**src/rtl/core/lfuct_pkg.sv**
```systemverilog
// Shared types and constants for the LFU cache table.
// This package stands alone; every other file in rtl/core imports it.
package lfuct_pkg;

	// Table geometry
	localparam int CAPACITY    = 16;
	localparam int COUNT_WIDTH = 16;
	localparam int SLOT_W      = (CAPACITY > 1) ? $clog2(CAPACITY) : 1;
	localparam int RANK_W      = SLOT_W;
	localparam int OCC_W       = $clog2(CAPACITY + 1);
	localparam int CAP_W       = 5;
	localparam int CMP_W       = (OCC_W > CAP_W) ? OCC_W : CAP_W;

	// Victim search: groups reduced in the lookup cycle, groups merged in the update cycle
	localparam int GROUP_SIZE  = 4;
	localparam int GROUPS      = (CAPACITY + GROUP_SIZE - 1) / GROUP_SIZE;

	localparam logic [CAP_W-1:0]       CAP_RESET = CAP_W'(16);
	localparam logic [COUNT_WIDTH-1:0] COUNT_MAX = '1;
	localparam logic [31:0]            MISS_VALUE = '1;

	// action codes
	localparam logic ACT_GET = 1'b0;
	localparam logic ACT_SET = 1'b1;

	typedef struct packed {
		logic               action;
		logic signed [31:0] lookup_key;
		logic signed [31:0] write_value;
	} in_word_t;

	typedef struct packed {
		logic               hit;
		logic signed [31:0] read_value;
		logic               evicted;
		logic signed [31:0] evicted_key;
	} out_word_t;

	// controller -> datapath
	typedef struct packed {
		logic load_in;
		logic look;
		logic update;
	} cmd_t;

	// one contender in the victim search
	typedef struct packed {
		logic                   valid;
		logic [COUNT_WIDTH-1:0] count;
		logic [RANK_W-1:0]      rank;
		logic [SLOT_W-1:0]      idx;
	} cand_t;

	// a beats b: lower count, or equal count and older
	function automatic logic cand_better(cand_t a, cand_t b);
		logic r;
		r = a.valid && (!b.valid || (a.count < b.count) ||
			((a.count == b.count) && (a.rank > b.rank)));
		return r;
	endfunction

endpackage

```
**src/rtl/core/lfuct_ctrl.sv**
```systemverilog
// Sequencer for the LFU cache table: handshakes and datapath commands.
// Depends on lfuct_pkg (cmd_t).
module lfuct_ctrl (
	input  logic               clk,
	input  logic               arst_n,
	input  logic               in_valid,
	output logic               in_ready,
	output logic               out_valid,
	input  logic               out_ready,
	output lfuct_pkg::cmd_t    cmd
);
	import lfuct_pkg::*;

	localparam logic [1:0] ST_IDLE = 2'd0;
	localparam logic [1:0] ST_LOOK = 2'd1;
	localparam logic [1:0] ST_UPD  = 2'd2;

	logic [1:0] state_q;
	logic [1:0] state_d;
	logic       out_valid_q;
	logic       out_free;
	logic       accept;

	assign out_free = !out_valid_q || out_ready;
	assign in_ready = (state_q == ST_IDLE) || ((state_q == ST_UPD) && out_free);
	assign accept   = in_valid && in_ready;

	assign cmd.load_in = accept;
	assign cmd.look    = (state_q == ST_LOOK);
	assign cmd.update  = (state_q == ST_UPD) && out_free;

	always_comb begin
		state_d = state_q;
		case (state_q)
			ST_IDLE: begin
				if (accept)
					state_d = ST_LOOK;
			end
			ST_LOOK: begin
				state_d = ST_UPD;
			end
			ST_UPD: begin
				if (out_free)
					state_d = accept ? ST_LOOK : ST_IDLE;
			end
			default: begin
				state_d = ST_IDLE;
			end
		endcase
	end

	always_ff @(posedge clk or negedge arst_n) begin
		if (!arst_n) begin
			state_q     <= ST_IDLE;
			out_valid_q <= 1'b0;
		end else begin
			state_q <= state_d;
			if (cmd.update)
				out_valid_q <= 1'b1;
			else if (out_ready)
				out_valid_q <= 1'b0;
		end
	end

	assign out_valid = out_valid_q;

endmodule

```
**src/rtl/core/lfuct_dpath.sv**
```systemverilog
// Datapath of the LFU cache table: entry storage, key match, victim search, update.
// Depends on lfuct_pkg (word types, cmd_t, cand_t, cand_better).
module lfuct_dpath (
	input  logic                        clk,
	input  logic                        arst_n,
	input  lfuct_pkg::cmd_t             cmd,
	input  lfuct_pkg::in_word_t         in_word,
	input  logic                        cfg_we,
	input  logic [lfuct_pkg::CAP_W-1:0] cfg_data,
	output lfuct_pkg::out_word_t        out_word
);
	import lfuct_pkg::*;

	// entry storage
	logic [CAPACITY-1:0]    valid_q;
	logic [31:0]            key_q   [CAPACITY];
	logic [31:0]            value_q [CAPACITY];
	logic [COUNT_WIDTH-1:0] cnt_q   [CAPACITY];
	logic [RANK_W-1:0]      rank_q  [CAPACITY];
	logic [OCC_W-1:0]       occ_q;
	logic [CAP_W-1:0]       cap_q;

	in_word_t  in_q;
	out_word_t out_q;

	// lookup stage
	logic [CAPACITY-1:0] match;
	logic                hit_c;
	logic [SLOT_W-1:0]   hit_idx_c;
	cand_t               grp_c  [GROUPS];
	logic                hit_s1;
	logic [SLOT_W-1:0]   hit_idx_s1;
	cand_t               grp_s1 [GROUPS];

	// update stage
	cand_t                  vict;
	logic [CMP_W-1:0]       cap_x;
	logic [CMP_W-1:0]       cap_eff;
	logic                   cap_zero;
	logic                   full;
	logic                   is_set;
	logic                   do_touch;
	logic                   do_evict;
	logic                   do_insert;
	logic [RANK_W-1:0]      hit_rank;
	logic [CAPACITY-1:0]    valid_after;
	logic                   free_any;
	logic [SLOT_W-1:0]      free_idx;
	logic [CAPACITY-1:0]    valid_nx;
	logic [RANK_W-1:0]      rank_nx [CAPACITY];
	logic [COUNT_WIDTH-1:0] cnt_nx  [CAPACITY];
	out_word_t              res;

	// key compare and first level of the victim search
	always_comb begin
		cand_t c;
		int    n;
		hit_c     = 1'b0;
		hit_idx_c = '0;
		for (int i = 0; i < CAPACITY; i++) begin
			match[i] = valid_q[i] && (key_q[i] == in_q.lookup_key);
			if (match[i]) begin
				hit_c     = 1'b1;
				hit_idx_c = SLOT_W'(i);
			end
		end
		for (int g = 0; g < GROUPS; g++) begin
			grp_c[g] = '0;
			for (int k = 0; k < GROUP_SIZE; k++) begin
				n = g * GROUP_SIZE + k;
				if (n < CAPACITY) begin
					c.valid = valid_q[n];
					c.count = cnt_q[n];
					c.rank  = rank_q[n];
					c.idx   = SLOT_W'(n);
					if (cand_better(c, grp_c[g]))
						grp_c[g] = c;
				end
			end
		end
	end

	always_ff @(posedge clk) begin
		if (cmd.load_in)
			in_q <= in_word;
		if (cmd.look) begin
			hit_s1     <= hit_c;
			hit_idx_s1 <= hit_idx_c;
			for (int g = 0; g < GROUPS; g++)
				grp_s1[g] <= grp_c[g];
		end
	end

	// final victim pick and next table state
	always_comb begin
		vict = grp_s1[0];
		for (int g = 1; g < GROUPS; g++)
			if (cand_better(grp_s1[g], vict))
				vict = grp_s1[g];

		cap_x    = CMP_W'(cap_q);
		cap_eff  = (cap_x > CMP_W'(CAPACITY)) ? CMP_W'(CAPACITY) : cap_x;
		cap_zero = (cap_q == '0);
		full     = (CMP_W'(occ_q) >= cap_eff);
		is_set   = (in_q.action == ACT_SET);
		hit_rank = rank_q[hit_idx_s1];

		do_touch = hit_s1 && (!is_set || !cap_zero);
		do_evict = is_set && !hit_s1 && !cap_zero && full && vict.valid;

		valid_after = valid_q;
		if (do_evict)
			valid_after[vict.idx] = 1'b0;
		free_any = 1'b0;
		free_idx = '0;
		for (int i = CAPACITY - 1; i >= 0; i--) begin
			if (!valid_after[i]) begin
				free_any = 1'b1;
				free_idx = SLOT_W'(i);
			end
		end
		do_insert = is_set && !hit_s1 && !cap_zero && free_any;

		valid_nx = valid_after;
		for (int i = 0; i < CAPACITY; i++) begin
			rank_nx[i] = rank_q[i];
			cnt_nx[i]  = cnt_q[i];
			if (do_touch) begin
				if (SLOT_W'(i) == hit_idx_s1) begin
					rank_nx[i] = '0;
					if (cnt_q[i] != COUNT_MAX)
						cnt_nx[i] = cnt_q[i] + 1'b1;
				end else if (valid_q[i] && (rank_q[i] < hit_rank)) begin
					rank_nx[i] = rank_q[i] + 1'b1;
				end
			end
			if (do_insert) begin
				// the eviction closes the victim's rank gap, the insert shifts all by one
				if (SLOT_W'(i) == free_idx) begin
					rank_nx[i]  = '0;
					cnt_nx[i]   = COUNT_WIDTH'(1);
					valid_nx[i] = 1'b1;
				end else if (valid_after[i] && !(do_evict && (rank_q[i] > vict.rank))) begin
					rank_nx[i] = rank_q[i] + 1'b1;
				end
			end
		end

		res.hit         = hit_s1;
		res.read_value  = '0;
		if (!is_set)
			res.read_value = hit_s1 ? value_q[hit_idx_s1] : MISS_VALUE;
		res.evicted     = do_evict;
		res.evicted_key = do_evict ? key_q[vict.idx] : '0;
	end

	always_ff @(posedge clk) begin
		if (cmd.update) begin
			out_q <= res;
			for (int i = 0; i < CAPACITY; i++) begin
				rank_q[i] <= rank_nx[i];
				cnt_q[i]  <= cnt_nx[i];
			end
			if (do_touch && is_set)
				value_q[hit_idx_s1] <= in_q.write_value;
			if (do_insert) begin
				key_q[free_idx]   <= in_q.lookup_key;
				value_q[free_idx] <= in_q.write_value;
			end
		end
	end

	always_ff @(posedge clk or negedge arst_n) begin
		if (!arst_n) begin
			valid_q <= '0;
			occ_q   <= '0;
			cap_q   <= CAP_RESET;
		end else begin
			if (cfg_we)
				cap_q <= cfg_data;
			if (cmd.update) begin
				valid_q <= valid_nx;
				occ_q   <= occ_q + OCC_W'(do_insert) - OCC_W'(do_evict);
			end
		end
	end

	assign out_word = out_q;

endmodule

```
**src/rtl/core/lfu_cache_table_unit.sv**
```systemverilog
// Top level of the LFU cache table (LFU replacement, LRU tie-break).
// Depends on lfuct_pkg, lfuct_ctrl and lfuct_dpath.
//
// Usage
//   in channel  : in_valid/in_ready carry one request word (get or set).
//   out channel : out_valid/out_ready carry one result word per request.
//   cfg port    : cfg_we/cfg_data write capacity_in_use; write only while idle.
//
// Operation
//   Each word passes through a lookup state (16-way key
//   compare plus the in-group stage of the min-count / oldest-age
//   search) and an update state (final victim pick, table write).
//   The request word is registered on accept, the lookup results at
//   the end of the lookup state, and the result in the output register
//   at the end of the update state. A new request is taken in the
//   update state of the previous one, once the output register is free.
//
// Reset clears all valid marks, the occupancy count and the sequencer,
//   and sets capacity_in_use to 16. Keys, values and counts are not cleared.
// Stall: a result waits in the output register; the next request runs its
//   lookup, then holds in update until out_ready frees the register.
module lfu_cache_table_unit (
	input  logic                        clk,
	input  logic                        arst_n,
	input  logic                        in_valid,
	output logic                        in_ready,
	input  lfuct_pkg::in_word_t         in_word,
	output logic                        out_valid,
	input  logic                        out_ready,
	output lfuct_pkg::out_word_t        out_word,
	input  logic                        cfg_we,
	input  logic [lfuct_pkg::CAP_W-1:0] cfg_data
);
	import lfuct_pkg::*;

	cmd_t cmd;

	// sequencer: owns both handshakes
	lfuct_ctrl u_ctrl (
		.clk       (clk),
		.arst_n    (arst_n),
		.in_valid  (in_valid),
		.in_ready  (in_ready),
		.out_valid (out_valid),
		.out_ready (out_ready),
		.cmd       (cmd)
	);

	// table storage, search and result register
	lfuct_dpath u_dpath (
		.clk      (clk),
		.arst_n   (arst_n),
		.cmd      (cmd),
		.in_word  (in_word),
		.cfg_we   (cfg_we),
		.cfg_data (cfg_data),
		.out_word (out_word)
	);

endmodule

```
**config.mk**
```make
export PLATFORM = sky130hd
export DESIGN_NAME = lfu_cache_table_unit
export DESIGN_NICKNAME = d
export VERILOG_FILES = /design/src/rtl/core/lfuct_pkg.sv /design/src/rtl/core/lfuct_ctrl.sv /design/src/rtl/core/lfuct_dpath.sv /design/src/rtl/core/lfu_cache_table_unit.sv
export SDC_FILE = /design/constraint.sdc
export NUM_CORES = 2
export LEC_CHECK = 0
export BUFFER_PORTS_ARGS = -buffer_cell sky130_fd_sc_hd__buf_4
export CORE_MARGIN = 2
export CORE_UTILIZATION = 40
export CTS_BUF_LIST = sky130_fd_sc_hd__clkbuf_16
export CTS_CLUSTER_SIZE = 25
export DETAILED_ROUTE_END_ITERATION = 10
export SETUP_SLACK_MARGIN = 0.4
export SLEW_MARGIN = 5
export SYNTH_ARGS = -nofsm -noshare
export SYNTH_HDL_FRONTEND = slang
export SYNTH_SLANG_ARGS = --single-unit
```
**constraint.sdc**
```tcl
create_clock -name clk -period 12 [get_ports clk]
set_input_delay 2.4 -clock clk [delete_from_list [all_inputs] [get_ports clk]]
set_output_delay 2.4 -clock clk [all_outputs]
set_load 0.005 [all_outputs]
```
==> results.toml <==
[run_status]
status = "completed"

[worst_setup_path]
critPathMaxFanout = 37
required_ns = 12.43
startpoint_type = "register"
crit_slowest_cell = "o41ai_2"
cp_common_cell = "buf_4"
cp-endpoint = "u_dpath.key_q[3][23]"
reg2regPathDepth = 33
regToRegSetupSlack_ns = 1.13
critPathKind = "reg -> reg"
max_stage_delay_ns = 0.86
crit_cells = 33
crit_family = "simple AND/OR/NAND/NOR gates"
worstSetupStartpoint = "u_dpath.grp_s1[1][23]"
arrival_ns = 11.30
timing.rr.start = "u_dpath.grp_s1[1][23]"
crit_buf_inv = 5
r2r_end = "u_dpath.key_q[3][23]"
worst_setup_path_end_kind = "register"

[final_layout]
synthToLayoutAreaGrowth_pct = 12.36
mostFrequentLayoutCell = "edfxtp_1"
layout-drive-gt1-share = 0.1491
fin_nets = 7417
final_cell_area_um2 = 97950
final_cell_mix = "edfxtp_1, nor2_1, ha_1, xnor2_1, nand2_1"

[yosys]
ys_types = 106
synth_ff_type = "edfxtp_1"
synthTopCellsByArea = "edfxtp_1, mux4_2, ha_1"
async_flop_share = 0.01808
synth_fp_nets = 7237
synth-warning-count = 0
syn_area_per_cell_um2 = 13.00
yosysTopAreaCell = "edfxtp_1"
ys_seq_area_frac = 0.5509
synth_edf_count = 1575
synth_top_area_share = 0.5425
ys_seq_elements = 1604
postSynthCellCount = 6707
syn_area_um2 = 87170

[global_route]
grt_usage = 0.2367
grt_pass1_wl_mm = 393.5
grt_pass1_vias = 57962
antenna_found_initial = 17
overflow = 0
grt_max_degree = 133

[clock_tree]
clock_tree.root_cell = "clkbuf_16"
cts_buffer_depth = 3
cts_made_buffers = 179
clkTransAtPathRegs_ns = 0.06
htree_levels = 4
hold_buffers = 0
clkLatencyLatePin_ns = 0.86
clock_sinks = 1604
cts_resized = 0
tritoncts = "done"

[placement]
place_ws_ns = 1.246
hpwl_mm = 183.3
portBuffers = 142
placed_area_um2 = 92120
gp_congestion = 0.9384

[routing]
dr.pass1.iters = 6
vias = 58959
drtIter0Drc = 6403
wl_mm = 268.1
routedWlPerCell_um = 27.09
drt-vias-per-instance = 5.957
ant_nets = 0
drcViolationCount = 0

[timing]
fin_skew_ns = 0.08405
hold_violations = 0
min_period_over_period = 0.9059
setup_tns_ns = 0
drv_slew = 0
setup_viol = 0
relSlewSlack = 0.2041
period_needed_ns = 10.87
fin_hold_ws_ns = 0.5061
fin_ws_ns = 1.130
max_clock_freq_mhz = 91.99
rsz0062_at_grt = "false"
tightest_slew_ns = 1.193

[power_and_ir_drop]
p_leak_nw = 34.05
p_per_area_nw_per_um2 = 193.6
p_total_mw = 18.96
ir_drop_mv = 0.3076

[floorplan]
fp.dieH_um = 470.8
start_util = 0.4018
die_area_um2 = 221700
num_rows = 171
core_um2 = 217000
die_x_um = 470.8
io_pins = 143

[run]
maxCapViolCount = 0

[min_path]
hold_path_class = "reg -> reg"
-- per-stage QoR --
step,util,cells
after floorplan,-,6707
after global placement,0.4246,9559
after detailed placement,0.4246,9559
after CTS,0.4514,9893
after global routing,0.4514,9895
final,0.4515,9897
-- state kept, by name, summed over array words and instances, names as in the netlist --
register and flops:
u_ctrl.out_valid 1, u_ctrl.state_q 2, u_dpath.cap_q 5, u_dpath.cnt_q 256, u_dpath.grp_s1 95, u_dpath.hit_idx_s1 4
u_dpath.hit_s1 1, u_dpath.in_q 64, u_dpath.is_set 1, u_dpath.key_q 512, u_dpath.occ_q 5, u_dpath.out_word 66
u_dpath.rank_q 64, u_dpath.valid_q 16, u_dpath.value_q 512
-- what timing repair did --
item,in CTS,in global routing
setup endpoints to repair,0,10
hold endpoints to repair,0,0
setup buffers,0,0
-- power by group --
part,switching (mW),internal [mW]
clock,2.41,3.04
combinational,4.13,2.51
sequential,0.319,6.55
total,6.86,12.1
-- final cells by class --
class | count | area, um^2
Inverter | 314 | 1186
Sequential cell | 1604 | 48020
Multi-Input combinational cell | 4486 | 37040
Clock buffer | 179 | 4479
Timing Repair Buffer | 302 | 2305
Fill cell | 19619 | 119000
Antenna cell | 3 | 7.507
Clock inverter | 155 | 1333
Tap cell | 2854 | 3571
-- worst register-to-register path: cells and delay by family (launching register included) --
kind | cells | cell delay, ns
simple gates | 14 | 4.21
compound gates | 11 | 3.03
buf+inv | 5 | 1.88
fa+ha+maj | 3 | 0.90
flops | 1 | 0.40
-- worst min path at each step --
stage,to,cells after the start,start,slack (ns)
floorplan,u_dpath.occ_q[4],1,u_dpath.occ_q[4],0.45
global placement,u_dpath.occ_q[4],1,u_dpath.occ_q[4],0.47
detailed placement,u_dpath.occ_q[4],1,u_dpath.occ_q[4],0.51
CTS,u_dpath.occ_q[4],1,u_dpath.occ_q[4],0.52
global route,u_dpath.occ_q[4],1,u_dpath.occ_q[4],0.52
finish,u_dpath.occ_q[4],1,u_dpath.occ_q[4],0.51
-- routing by layer --
layer | GRT usage | vias to the layer above | wire length [um]
li1 | - | 25976 | -
met1 | 0.3256 | 29908 | 113000
met2 | 0.3732 | 2545 | 123400
met3 | 0.04240 | 514 | 20800
met4 | 0.09056 | 16 | 10890
met5 | 0 | - | 108
-- cell families after synthesis --
group | Yosys count | synth area share
simple gates | 1698 | 0.09708
flops | 1604 | 0.5509
mux | 450 | 0.09670
fa+ha+maj | 455 | 0.06539
compound gates | 1135 | 0.08653
buf+inv | 618 | 0.02836
xor+xnor | 747 | 0.07505
-- Yosys cell counts (47+ instances only) --
| master | count |
|---|---|
| nand3_1 | 155 |
| xnor2_1 | 441 |
| nor4_1 | 82 |
| nand4_1 | 181 |
| nor2b_1 | 75 |
| nor3_1 | 108 |
| nor2_1 | 473 |
| a22oi_1 | 79 |
| a31oi_1 | 47 |
| nand2_1 | 358 |
| mux2_2 | 57 |
| ha_1 | 454 |
| edfxtp_1 | 1575 |
| mux2i_1 | 85 |
| inv_1 | 312 |
| a21oi_1 | 278 |
| o21ai_0 | 243 |
| mux4_2 | 308 |
| o21a_1 | 95 |
| clkbuf_1 | 212 |
| xor2_1 | 306 |
| a21o_1 | 79 |
| nand2b_1 | 75 |
No activity file was read; power rests on OpenSTA's default activity.
